--- config.mk ---
export PLATFORM = sky130hd
export DESIGN_NAME = color_model_to_rgba8
export DESIGN_NICKNAME = d
export VERILOG_FILES = /design/src/rtl/core/cmr_pkg.sv /design/src/rtl/core/cmr_front.sv /design/src/rtl/core/cmr_queue.sv /design/src/rtl/core/cmr_back.sv /design/src/rtl/core/color_model_to_rgba8.sv
export SDC_FILE = /design/constraint.sdc
export NUM_CORES = 2
export LEC_CHECK = 0
export ABC_AREA = 1
export BUFFER_PORTS_ARGS = -buffer_cell sky130_fd_sc_hd__buf_2
export CAP_MARGIN = 25
export CORE_UTILIZATION = 45
export DETAILED_ROUTE_END_ITERATION = 16
export GPL_ROUTABILITY_DRIVEN = 0
export SLEW_MARGIN = 20
export SYNTH_ARGS = -nofsm -noshare
export SYNTH_HDL_FRONTEND = slang
export SYNTH_HIERARCHICAL = 1
export SYNTH_SLANG_ARGS = --single-unit
--- constraint.sdc ---
create_clock -name clk -period 8.2 [get_ports clk]
set_input_delay 0.82 -clock clk [delete_from_list [all_inputs] [get_ports clk]]
set_output_delay 0.82 -clock clk [all_outputs]
set_load 0.1 [all_outputs]
--- src/rtl/core/cmr_pkg.sv ---
// shared types, constants and fixed-point helpers for the color model converter
// no dependencies
package cmr_pkg;

	localparam int FRAC_BITS = 16;
	localparam int ARG_W     = 24;
	localparam int FX_W      = FRAC_BITS + 1;
	localparam int ONE       = 1 << FRAC_BITS;
	localparam int ALPHA_W   = 17;
	localparam int ALPHA_RSH = (FRAC_BITS >= 16) ? FRAC_BITS - 16 : 0;
	localparam int ALPHA_LSH = (FRAC_BITS < 16) ? 16 - FRAC_BITS : 0;
	localparam int QDEPTH    = 2;
	localparam int QPTR_W    = (QDEPTH > 1) ? $clog2(QDEPTH) : 1;
	localparam int QCNT_W    = $clog2(QDEPTH + 1);
	localparam int QUANT_W   = FX_W + 10;

	typedef logic [FX_W-1:0] fx_t;

	typedef enum logic [1:0] {
		MODEL_RGB  = 2'd0,
		MODEL_GRAY = 2'd1,
		MODEL_HSV  = 2'd2,
		MODEL_CMYK = 2'd3
	} model_t;

	typedef enum logic [1:0] {
		KIND_DIRECT = 2'd0,
		KIND_HSV    = 2'd1,
		KIND_CMYK   = 2'd2,
		KIND_NONE   = 2'd3
	} kind_t;

	// hsv: x0 = f, x1 = s, x2 = v; cmyk: x0..x2 = 1 - c/m/y, x3 = 1 - k
	typedef struct packed {
		kind_t              kind;
		logic [2:0]         sector;
		fx_t                x0;
		fx_t                x1;
		fx_t                x2;
		fx_t                x3;
		logic [ALPHA_W-1:0] alpha;
	} cmr_item_t;

	function automatic fx_t fx_clip(input logic signed [ARG_W-1:0] a);
		logic signed [31:0] e;
		e = 32'(a);
		if (e < 0)
			return '0;
		else if (e > ONE)
			return FX_W'(ONE);
		else
			return FX_W'(e);
	endfunction

	function automatic fx_t fx_mul(input fx_t a, input fx_t b);
		logic [2*FX_W-1:0] p;
		p = a * b;
		return FX_W'(p >> FRAC_BITS);
	endfunction

	function automatic logic [ALPHA_W-1:0] to_alpha(input fx_t x);
		logic [63:0] w;
		w = 64'(x);
		w = (w << ALPHA_LSH) >> ALPHA_RSH;
		return ALPHA_W'(w);
	endfunction

	// floor(x*255 + 0.5) with x in [0, one]
	function automatic logic [7:0] quant8(input fx_t x);
		logic [QUANT_W-1:0] t;
		logic [QUANT_W-1:0] q;
		t = QUANT_W'(x) * QUANT_W'(510) + QUANT_W'(ONE);
		q = t >> (FRAC_BITS + 1);
		return (q > QUANT_W'(255)) ? 8'hff : q[7:0];
	endfunction

endpackage

--- src/rtl/core/cmr_front.sv ---
// front end: classifies a directive, applies argument defaults and clipping
// depends on cmr_pkg
module cmr_front (
	input  logic [1:0]                       color_model,
	input  logic [2:0]                       num_args,
	input  logic [4:0]                       numeric_mask,
	input  logic signed [cmr_pkg::ARG_W-1:0] arg0,
	input  logic signed [cmr_pkg::ARG_W-1:0] arg1,
	input  logic signed [cmr_pkg::ARG_W-1:0] arg2,
	input  logic signed [cmr_pkg::ARG_W-1:0] arg3,
	input  logic signed [cmr_pkg::ARG_W-1:0] arg4,
	output cmr_pkg::cmr_item_t               item
);

	logic                             has1, has2, has3, has4, has5;
	logic [cmr_pkg::FRAC_BITS-1:0]    hue;
	logic [cmr_pkg::FRAC_BITS+2:0]    hue6;
	cmr_pkg::fx_t                     one_fx;

	assign one_fx = cmr_pkg::FX_W'(cmr_pkg::ONE);

	// counts of six and seven act as five, so plain compares suffice
	assign has1 = (num_args >= 3'd1);
	assign has2 = (num_args >= 3'd2);
	assign has3 = (num_args >= 3'd3);
	assign has4 = (num_args >= 3'd4);
	assign has5 = (num_args >= 3'd5);

	// fractional part of h, floor semantics, then h*6 splits into sector and f
	assign hue  = (has1 && numeric_mask[0]) ? arg0[cmr_pkg::FRAC_BITS-1:0] : '0;
	assign hue6 = {3'b000, hue} * (cmr_pkg::FRAC_BITS+3)'(6);

	always_comb begin
		item        = '0;
		item.kind   = cmr_pkg::KIND_NONE;
		item.alpha  = cmr_pkg::to_alpha(one_fx);
		unique case (cmr_pkg::model_t'(color_model))
			cmr_pkg::MODEL_RGB: begin
				if (has3 && (numeric_mask[2:0] == 3'b111)) begin
					item.kind = cmr_pkg::KIND_DIRECT;
					item.x0   = cmr_pkg::fx_clip(arg0);
					item.x1   = cmr_pkg::fx_clip(arg1);
					item.x2   = cmr_pkg::fx_clip(arg2);
					if (has4 && numeric_mask[3])
						item.alpha = cmr_pkg::to_alpha(cmr_pkg::fx_clip(arg3));
				end
			end
			cmr_pkg::MODEL_GRAY: begin
				if (has1 && numeric_mask[0]) begin
					item.kind = cmr_pkg::KIND_DIRECT;
					item.x0   = cmr_pkg::fx_clip(arg0);
					item.x1   = cmr_pkg::fx_clip(arg0);
					item.x2   = cmr_pkg::fx_clip(arg0);
					if (has2 && numeric_mask[1])
						item.alpha = cmr_pkg::to_alpha(cmr_pkg::fx_clip(arg1));
				end
			end
			cmr_pkg::MODEL_HSV: begin
				item.kind   = cmr_pkg::KIND_HSV;
				item.sector = hue6[cmr_pkg::FRAC_BITS+2:cmr_pkg::FRAC_BITS];
				item.x0     = cmr_pkg::FX_W'(hue6[cmr_pkg::FRAC_BITS-1:0]);
				item.x1     = (has3 && numeric_mask[1]) ? cmr_pkg::fx_clip(arg1) : one_fx;
				item.x2     = (has3 && numeric_mask[2]) ? cmr_pkg::fx_clip(arg2) : one_fx;
				if (has4 && numeric_mask[3])
					item.alpha = cmr_pkg::to_alpha(cmr_pkg::fx_clip(arg3));
			end
			cmr_pkg::MODEL_CMYK: begin
				item.kind = cmr_pkg::KIND_CMYK;
				item.x0   = one_fx - ((has3 && numeric_mask[0]) ? cmr_pkg::fx_clip(arg0) : '0);
				item.x1   = one_fx - ((has3 && numeric_mask[1]) ? cmr_pkg::fx_clip(arg1) : '0);
				item.x2   = one_fx - ((has3 && numeric_mask[2]) ? cmr_pkg::fx_clip(arg2) : '0);
				item.x3   = one_fx - ((has4 && numeric_mask[3]) ? cmr_pkg::fx_clip(arg3) : '0);
				if (has5 && numeric_mask[4])
					item.alpha = cmr_pkg::to_alpha(cmr_pkg::fx_clip(arg4));
			end
			default: item.kind = cmr_pkg::KIND_NONE;
		endcase
	end

endmodule

--- src/rtl/core/cmr_queue.sv ---
// short queue between the front end and the arithmetic back end
// depends on cmr_pkg
module cmr_queue (
	input  logic               clk,
	input  logic               arst_n,
	input  logic               push,
	input  cmr_pkg::cmr_item_t push_item,
	output logic               full,
	input  logic               pop,
	output logic               not_empty,
	output cmr_pkg::cmr_item_t pop_item
);

	cmr_pkg::cmr_item_t              entry_q [cmr_pkg::QDEPTH];
	logic [cmr_pkg::QPTR_W-1:0]      wr_ptr_q;
	logic [cmr_pkg::QPTR_W-1:0]      rd_ptr_q;
	logic [cmr_pkg::QCNT_W-1:0]      count_q;

	assign full      = (count_q == cmr_pkg::QCNT_W'(cmr_pkg::QDEPTH));
	assign not_empty = (count_q != '0);
	assign pop_item  = entry_q[rd_ptr_q];

	function automatic logic [cmr_pkg::QPTR_W-1:0] next_ptr(input logic [cmr_pkg::QPTR_W-1:0] p);
		return (p == cmr_pkg::QPTR_W'(cmr_pkg::QDEPTH - 1)) ? '0 : p + 1'b1;
	endfunction

	always_ff @(posedge clk) begin
		if (push)
			entry_q[wr_ptr_q] <= push_item;
	end

	always_ff @(posedge clk or negedge arst_n) begin
		if (!arst_n) begin
			wr_ptr_q <= '0;
			rd_ptr_q <= '0;
			count_q  <= '0;
		end else begin
			if (push)
				wr_ptr_q <= next_ptr(wr_ptr_q);
			if (pop)
				rd_ptr_q <= next_ptr(rd_ptr_q);
			if (push && !pop)
				count_q <= count_q + 1'b1;
			else if (pop && !push)
				count_q <= count_q - 1'b1;
		end
	end

endmodule

--- src/rtl/core/cmr_back.sv ---
// back end: three-stage pipeline that multiplies for hsv and cmyk, then quantizes in the output stage
// depends on cmr_pkg
module cmr_back (
	input  logic                                clk,
	input  logic                                arst_n,
	input  logic                                item_avail,
	input  cmr_pkg::cmr_item_t                  item,
	output logic                                item_take,
	output logic                                out_valid,
	input  logic                                out_stall,
	output logic                                valid_res,
	output logic [7:0]                          red,
	output logic [7:0]                          green,
	output logic [7:0]                          blue,
	output logic [cmr_pkg::ALPHA_W-1:0]         alpha
);

	logic en1, en2, en3;

	// stage 1 regs
	logic                           vld_s1;
	cmr_pkg::kind_t                 kind_s1;
	logic [2:0]                     sector_s1;
	cmr_pkg::fx_t                   prod0_s1, prod1_s1, prod2_s1;
	cmr_pkg::fx_t                   pass0_s1, pass1_s1, pass2_s1;
	logic [cmr_pkg::ALPHA_W-1:0]    alpha_s1;

	// stage 2 regs
	logic                           vld_s2;
	logic                           ok_s2;
	cmr_pkg::fx_t                   r_s2, g_s2, b_s2;
	logic [cmr_pkg::ALPHA_W-1:0]    alpha_s2;

	// output stage regs
	logic                           vld_s3;

	cmr_pkg::fx_t one_fx;
	cmr_pkg::fx_t ma0, mb0, ma1, mb1, ma2, mb2;
	cmr_pkg::fx_t hq, ht;
	cmr_pkg::fx_t r_nx, g_nx, b_nx;

	assign one_fx    = cmr_pkg::FX_W'(cmr_pkg::ONE);
	assign en3       = !vld_s3 || !out_stall;
	assign en2       = !vld_s2 || en3;
	assign en1       = !vld_s1 || en2;
	assign item_take = item_avail && en1;
	assign out_valid = vld_s3;

	// three shared multipliers: hsv takes f*s, (1-f)*s, v*(1-s); cmyk the channels
	always_comb begin
		if (item.kind == cmr_pkg::KIND_HSV) begin
			ma0 = item.x0;          mb0 = item.x1;
			ma1 = one_fx - item.x0; mb1 = item.x1;
			ma2 = item.x2;          mb2 = one_fx - item.x1;
		end else begin
			ma0 = item.x0; mb0 = item.x3;
			ma1 = item.x1; mb1 = item.x3;
			ma2 = item.x2; mb2 = item.x3;
		end
	end

	always_ff @(posedge clk) begin
		if (en1) begin
			kind_s1   <= item.kind;
			sector_s1 <= item.sector;
			prod0_s1  <= cmr_pkg::fx_mul(ma0, mb0);
			prod1_s1  <= cmr_pkg::fx_mul(ma1, mb1);
			prod2_s1  <= cmr_pkg::fx_mul(ma2, mb2);
			pass0_s1  <= item.x0;
			pass1_s1  <= item.x1;
			pass2_s1  <= item.x2;
			alpha_s1  <= item.alpha;
		end
	end

	// q = v*(1 - f*s), t = v*(1 - (1-f)*s); s of zero falls out as gray at v
	assign hq = cmr_pkg::fx_mul(pass2_s1, one_fx - prod0_s1);
	assign ht = cmr_pkg::fx_mul(pass2_s1, one_fx - prod1_s1);

	always_comb begin
		r_nx = pass0_s1;
		g_nx = pass1_s1;
		b_nx = pass2_s1;
		case (kind_s1)
			cmr_pkg::KIND_HSV: begin
				case (sector_s1)
					3'd0:    begin r_nx = pass2_s1; g_nx = ht;       b_nx = prod2_s1; end
					3'd1:    begin r_nx = hq;       g_nx = pass2_s1; b_nx = prod2_s1; end
					3'd2:    begin r_nx = prod2_s1; g_nx = pass2_s1; b_nx = ht;       end
					3'd3:    begin r_nx = prod2_s1; g_nx = hq;       b_nx = pass2_s1; end
					3'd4:    begin r_nx = ht;       g_nx = prod2_s1; b_nx = pass2_s1; end
					default: begin r_nx = pass2_s1; g_nx = prod2_s1; b_nx = hq;       end
				endcase
			end
			cmr_pkg::KIND_CMYK: begin
				r_nx = prod0_s1;
				g_nx = prod1_s1;
				b_nx = prod2_s1;
			end
			default: begin
				r_nx = pass0_s1;
				g_nx = pass1_s1;
				b_nx = pass2_s1;
			end
		endcase
	end

	always_ff @(posedge clk) begin
		if (en2) begin
			ok_s2    <= (kind_s1 != cmr_pkg::KIND_NONE);
			r_s2     <= r_nx;
			g_s2     <= g_nx;
			b_s2     <= b_nx;
			alpha_s2 <= alpha_s1;
		end
	end

	always_ff @(posedge clk) begin
		if (en3) begin
			valid_res <= ok_s2;
			red       <= ok_s2 ? cmr_pkg::quant8(r_s2) : 8'h00;
			green     <= ok_s2 ? cmr_pkg::quant8(g_s2) : 8'h00;
			blue      <= ok_s2 ? cmr_pkg::quant8(b_s2) : 8'h00;
			alpha     <= ok_s2 ? alpha_s2 : '0;
		end
	end

	always_ff @(posedge clk or negedge arst_n) begin
		if (!arst_n) begin
			vld_s1 <= 1'b0;
			vld_s2 <= 1'b0;
			vld_s3 <= 1'b0;
		end else begin
			if (en1)
				vld_s1 <= item_take;
			if (en2)
				vld_s2 <= vld_s1;
			if (en3)
				vld_s3 <= vld_s2;
		end
	end

endmodule

--- src/rtl/core/color_model_to_rgba8.sv ---
// color_model_to_rgba8: one directive in, one rgba result out, one beat per cycle while nothing stalls
// path: a taken beat is written into the queue, then registered in stage 1, stage 2 and the output stage
// throughput: one beat per cycle unless out_stall holds the stages; at most three 17x17 multiplies per stage
// a two-entry queue and the three back stages absorb output stalls before in_stall rises
// reset: arst_n clears the queue count and pointers and the pipeline valid bits; payload regs are not reset
// depends on cmr_pkg, cmr_front, cmr_queue, cmr_back
module color_model_to_rgba8 (
	input  logic                                clk,
	input  logic                                arst_n,
	input  logic                                in_valid,
	output logic                                in_stall,
	input  logic [1:0]                          color_model,
	input  logic [2:0]                          num_args,
	input  logic [4:0]                          numeric_mask,
	input  logic signed [cmr_pkg::ARG_W-1:0]    arg0,
	input  logic signed [cmr_pkg::ARG_W-1:0]    arg1,
	input  logic signed [cmr_pkg::ARG_W-1:0]    arg2,
	input  logic signed [cmr_pkg::ARG_W-1:0]    arg3,
	input  logic signed [cmr_pkg::ARG_W-1:0]    arg4,
	output logic                                out_valid,
	input  logic                                out_stall,
	output logic                                valid_res,
	output logic [7:0]                          red,
	output logic [7:0]                          green,
	output logic [7:0]                          blue,
	output logic [cmr_pkg::ALPHA_W-1:0]         alpha
);

	cmr_pkg::cmr_item_t front_item;
	cmr_pkg::cmr_item_t queue_item;
	logic               q_full;
	logic               q_avail;
	logic               q_pop;

	assign in_stall = q_full;

	cmr_front u_front (
		.color_model  (color_model),
		.num_args     (num_args),
		.numeric_mask (numeric_mask),
		.arg0         (arg0),
		.arg1         (arg1),
		.arg2         (arg2),
		.arg3         (arg3),
		.arg4         (arg4),
		.item         (front_item)
	);

	cmr_queue u_queue (
		.clk       (clk),
		.arst_n    (arst_n),
		.push      (in_valid && !q_full),
		.push_item (front_item),
		.full      (q_full),
		.pop       (q_pop),
		.not_empty (q_avail),
		.pop_item  (queue_item)
	);

	cmr_back u_back (
		.clk        (clk),
		.arst_n     (arst_n),
		.item_avail (q_avail),
		.item       (queue_item),
		.item_take  (q_pop),
		.out_valid  (out_valid),
		.out_stall  (out_stall),
		.valid_res  (valid_res),
		.red        (red),
		.green      (green),
		.blue       (blue),
		.alpha      (alpha)
	);

endmodule

After elaboration in Yosys (flattened, before gate mapping). Memories as Yosys holds them, arrays and structs flattened. Cells that the tools add are included.

Flip-flop bits (word level): 242. Input port bits: 134. Memories: 1. Bits in writable memories: 180.

Memories: u_queue.entry_q (depth 2, width 90, rd ports 1, clocked after Yosys merged registers in 0, write ports 1, RTL line cmr_queue.sv:14) `cmr_pkg::cmr_item_t entry_q [cmr_pkg::QDEPTH];`.

$lt $le $gt $ge: 18. Multipliers: 9. Add/subtract/negate cells: 15. Equality and inequality tests: 13. Reductions and logical operators: 30. Muxes and demuxes: 53.

Operator list (number): 2-to-1 mux 17 bit (29); one-hot mux 51 bit (4 select lines) (1); multiplier 17 x 17 -> 33 bit (5); one-hot mux 17 bit (3 select lines) (3); subtractor 17 bit (first input constant) (8); > comparator 24 x 18 -> 1 bit (second input constant) (5); < comparator 24 x 1 -> 1 bit (second input constant) (5); 2-to-1 mux 51 bit (2); one-hot mux 17 bit (2 select lines) (3); adder 26 x 17 -> 27 bit (second input constant) (3); multiplier 17 x 8 -> 25 bit (second input constant) (3); one-hot mux 17 bit (4 select lines) (1); > comparator 10 x 8 -> 1 bit (second input constant) (3); 2-to-1 mux 8 bit (3); multiplier 16 x 2 -> 18 bit (second input constant) (1); 2-to-1 mux 16 bit (1); logical AND 1 bit (12); equality test 2 bit (second input constant) (4); 2-to-1 mux 2 bit (4); one-hot mux 2 bit (4 select lines) (1); OR reduction 2 bit (4); zero test 1 bit (7); equality test 2 x 1 -> 1 bit (second input constant) (3); equality test 3 x 2 -> 1 bit (second input constant) (2); other kinds (15) (25).

Logic depth before layout (Yosys ltp).
Word-level depth: 8. Gate-level depth with buffers: 42. Depth with buffers taken out: 40.

Cells and area by module. Netlist, hierarchy kept.

Modules (own cells, without submodules): cmr_back (area each 68862.3 sq um, cells each 8682, times used 1, seq. area each 7131.8 sq um); cmr_queue (area each 6760.2 sq um, cells each 305, times used 1, seq. area each 5505.3 sq um); cmr_front (area each 5654.2 sq um, cells each 1177, times used 1, seq. area each 0.0 sq um); color_model_to_rgba8 (area each 10.0 sq um, cells each 2, times used 1, seq. area each 0.0 sq um).

Least setup slack after synthesis. OpenSTA, ideal clock, no wires.

Kind: flip-flop to flip-flop. Start: reg u_queue.rd_ptr_q. End: reg u_back.prod1_s1[13], data pin. Clock period less this slack: 7.713 ns. Arrival: 7.451 ns. Library setup time: 0.262 ns. Cell stages (with the launch flop): 36. Path slack: 0.487 ns. Path buffers: 4. Path through: dfrtp_1 -> buf_6 -> clkbuf_8 -> mux2_2 -> inv_2 -> clkbuf_1 -> ha_1 -> nand4_4 -> nor2_2 -> nand2_2 -> nor2_4 -> nand4_1 -> or2_4 -> nor2_2 -> nor2_1 -> o21ai_4 -> buf_6 -> nand3_2 -> fa_1 -> inv_1 -> fa_1 -> inv_1 -> fa_1 -> fa_1 -> fa_1 -> inv_1 -> fa_1 -> ha_1 -> nand2_1 -> nor4_1 -> o21ai_0 -> nand3_1 -> nand2_1 -> o211ai_1 -> a21oi_1 -> xor2_1.

RTL lines: from (decl) (RTL line cmr_queue.sv:16) `logic [cmr_pkg::QPTR_W-1:0] rd_ptr_q;`; from (signal assigned) (RTL line cmr_queue.sv:41) `rd_ptr_q <= next_ptr(rd_ptr_q);`; to (signal assigned) (RTL line cmr_back.sv:67) `prod1_s1 <= cmr_pkg::fx_mul(ma1, mb1);`; to (decl) (RTL line cmr_back.sv:24) `cmr_pkg::fx_t prod0_s1, prod1_s1, prod2_s1;`.

Worst setup path after layout.
Start: reg u_back.prod0_s1[1]. End: reg u_back.g_s2[0], data pin.

Cells in the longest elaborated chain, start to end: 4.

RTL lines: from (decl) (RTL line cmr_back.sv:24); from (signal assigned) (RTL line cmr_back.sv:66) `prod0_s1 <= cmr_pkg::fx_mul(ma0, mb0);`; subtractor 17 bit (RTL line cmr_back.sv:77) `assign hq = cmr_pkg::fx_mul(pass2_s1, one_fx - prod0_s1);`; multiplier 17 x 17 -> 33 bit (RTL line cmr_pkg.sv:57) `p = a * b;`; one-hot mux 17 bit (3 select lines) (RTL line cmr_back.sv:86) `case (sector_s1)`; one-hot mux 17 bit (2 select lines) (RTL line cmr_back.sv:84) `case (kind_s1)`; net u_back.g_nx[0] (RTL line cmr_back.sv:40) `cmr_pkg::fx_t r_nx, g_nx, b_nx;`; to (signal assigned) (RTL line cmr_back.sv:112) `g_s2 <= g_nx;`; to (decl) (RTL line cmr_back.sv:31) `cmr_pkg::fx_t r_s2, g_s2, b_s2;`.

The timed path passes the listed nets, and every way through them passes these cells. A chain may end at the register's enable or synchronous reset.

==> results.cfg <==
[global_routing]
grt_start_max_net_pins = 103
grt_pass1_vias = 70700
grtUsageTotal_pct = 30.1
grt.overflow.total = 0
grt_pass1_wl_um = 416000
antenna_found_initial = 5

[sta]
clock.fmax_ghz = 0.126
worst_pin_slew_ns = 1.11
setup_tns_ns = 0
relSlewSlack_pct = 26.1
maxSlewViolCount = 0
post-route-period-util_pct = 97.1
fin_crit_ns = 7.97
rsz0062_at_grt = yes
skew_ns = 0.0708
finalSetupViolCount = 0
hold_viol_final = 0

[routing]
dr.first_iter.drc_count = 6361
wl_per_cell_um = 21.2
ant_nets = 0
drc = 0
wirelength_um = 272000
via_per_inst = 5.42
firstDrtPassIters = 9
vias = 69300

[outcome]
outcome = completed

[die]
die_x_um = 427
core_area_um2 = 179000
row_count = 155
die-area_um2 = 182000
initial_core_util_pct = 45.4
ios = 178
die_h_um = 427

[worst_setup_path]
cpMostUsedCell = nand2_1
r2r-end = u_back/g_s2[0]
worstSetupStartpointType = register
r2r_slack_ns = 0.23
reg2reg_from = u_back/prod0_s1[1]
arrival_ns = 8.34
endpoint_kind = register
critPathMaxStageDelay_ns = 0.54
crit_slowest_cell = fa_1
worst-r2r-cell-count = 36
critical_path_peak_fanout = 9
startpoint = u_back/prod0_s1[1]
worstSetupEndpoint = u_back/g_s2[0]
crit_required_ns = 8.58
critical_path_class = reg2reg

[clock_tree]
cts_buffer_depth = 3
root_buffer = clkbuf_16
clkTransAtPathRegs_ns = 0.06
clk-insertion-delay-late_ns = 0.69
cts_tree = done
cts_max_level = 2
clkSinkCount = 422
cts_buffers = 49

[logic_synthesis]
seq_area_frac_synth_pct = 15.5
synthTopCellsByCount = inv_1 (2319), nand2_1 (2245), fa_1 (1327)
synth_top_area_cell = fa_1
synth_top_area_share_pct = 32.7
ys_types = 67
synth_ff_type = edfxtp_1
synth_area_um2 = 81300
synth_edf_count = 415
ys_warn_count = 6
ys_async_sr_fraction_pct = 1.66
synthCells = 10200
syn_area_per_cell_um2 = 8.00
synth_area_leaders = fa_1 (33%), edfxtp_1 (15%), inv_1 (11%)
synth_fp_nets = 12300
yosysMostFrequentCell = inv_1
ys_ff_latch = 422

[placement]
place_area_um2 = 86000
portBuffers = 177
dp_hpwl_um = 223000
dp_cells = 12700

[hold_path]
worstHoldPathType = in2async

[final_layout]
stdcell_count = 12800
final_area_um2 = 88100
layout-drive-gt1-share_pct = 8.09
layout.nets = 12500
syn2layout_area_growth_pct = 8.40

[job]
max_cap_violations = 0
-- repair_timing --
| action | 4_1_cts | 5_1_grt |
|---|---|---|
| gates resized for setup | 1 | 54 |
| hold buffers | 0 | 0 |
| setup buffers | 0 | 20 |
| endpoints found under the setup margin | 1 | 68 |
| pin swaps | 0 | 6 |
-- cell families after synthesis --
logic type,count (synthesis),synth area share (%)
AND/OR/NAND/NOR,4101,21.0
buffers and inverters,2680,12.7
adder cells (fa/ha/maj),1990,42.9
AO/OA/AOI/OAI,763,5.37
flip-flops,422,15.5
XOR/XNOR,120,1.33
multiplexers,90,1.25
-- cell usage in the layout (no fill, tap or decap), drive strengths merged, types with 56 or more instances in the layout --
cell       n
buf      460
clkbuf    56
nand3    473
fa      1327
nor2    1100
ha       663
nand4    114
clkinv    63
edfxtp   415
inv     2352
mux2      90
nand2   2266
o21ai    216
xor2      90
a21oi    378
-- worst min path at each step --
| stage | to | slack, ns | cells after the start |
|---|---|---|---|
| final | u_back/out_valid | 0.03 | 1 |
| after detailed placement | u_back/alpha_s2[16] | 0.41 | 0 |
| after floorplan | u_back/alpha_s2[0] | 0.40 | 0 |
| after global placement | u_back/alpha_s2[2] | 0.40 | 0 |
| after CTS | u_back/out_valid | 0.006 | 1 |
| after global routing | u_back/vld_s2 | 0.02 | 1 |
-- metrics by stage --
step / setup slack [ns] / utilization [%] / hold slack [ns]
after floorplan: 0.487 / - / 0.400
after global placement: 0.189 / 48.0 / 0.401
after detailed placement: 0.0722 / 48.0 / 0.405
after CTS: 0.0474 / 49.0 / 0.00647
after global routing: -0.0595 / 49.2 / 0.0188
final: 0.235 / 49.2 / 0.0268
-- layout make-up --
| type | instances | area, um^2 |
|---|---|---|
| sequential | 422 | 12600 |
| fill | 17400 | 90900 |
| antenna | 2 | 5.00 |
| inverter | 2396 | 9040 |
| tap | 2355 | 2950 |
| clock inverter | 36 | 544 |
| multi-input combinational | 7064 | 58500 |
| clock buffer | 56 | 1250 |
| timing repair buffer | 460 | 3170 |
-- layer usage --
layer / vias up / track usage, % / share of wire [%]
met5: - / 0 / 0.012
met4: 4 / 16.7 / 6.9
met3: 757 / 5.65 / 9.3
met2: 3451 / 47.4 / 44
met1: 33700 / 39.1 / 40
li1: 31400 / - / -
-- flip-flops by register name, indices dropped and copies added, names as in the netlist, 8 cells and up --
signal           cells
u_back/alpha        17
u_back/alpha_s1     17
u_back/alpha_s2     17
u_back/b_s2         17
u_back/blue          8
u_back/g_s2         17
u_back/green         8
u_back/pass0_s1     17
u_back/pass1_s1     17
u_back/pass2_s1     17
u_back/prod0_s1     17
u_back/prod1_s1     17
u_back/prod2_s1     17
u_back/r_s2         17
u_back/red           8
u_queue/entry_q    180
-- worst max-delay path, delay by kind of cell (launching register included) --
| kind | cells | cell delay (ns) |
|---|---|---|
| buffers and inverters | 10 | 1.43 |
| AO/OA/AOI/OAI | 3 | 0.65 |
| flip-flops | 1 | 0.44 |
| AND/OR/NAND/NOR | 14 | 1.69 |
| adder cells (fa/ha/maj) | 8 | 3.22 |
| XOR/XNOR | 1 | 0.18 |
Power is not shown: default switching activity piles up to over one toggle a cycle in this logic, so the estimate is an artifact.
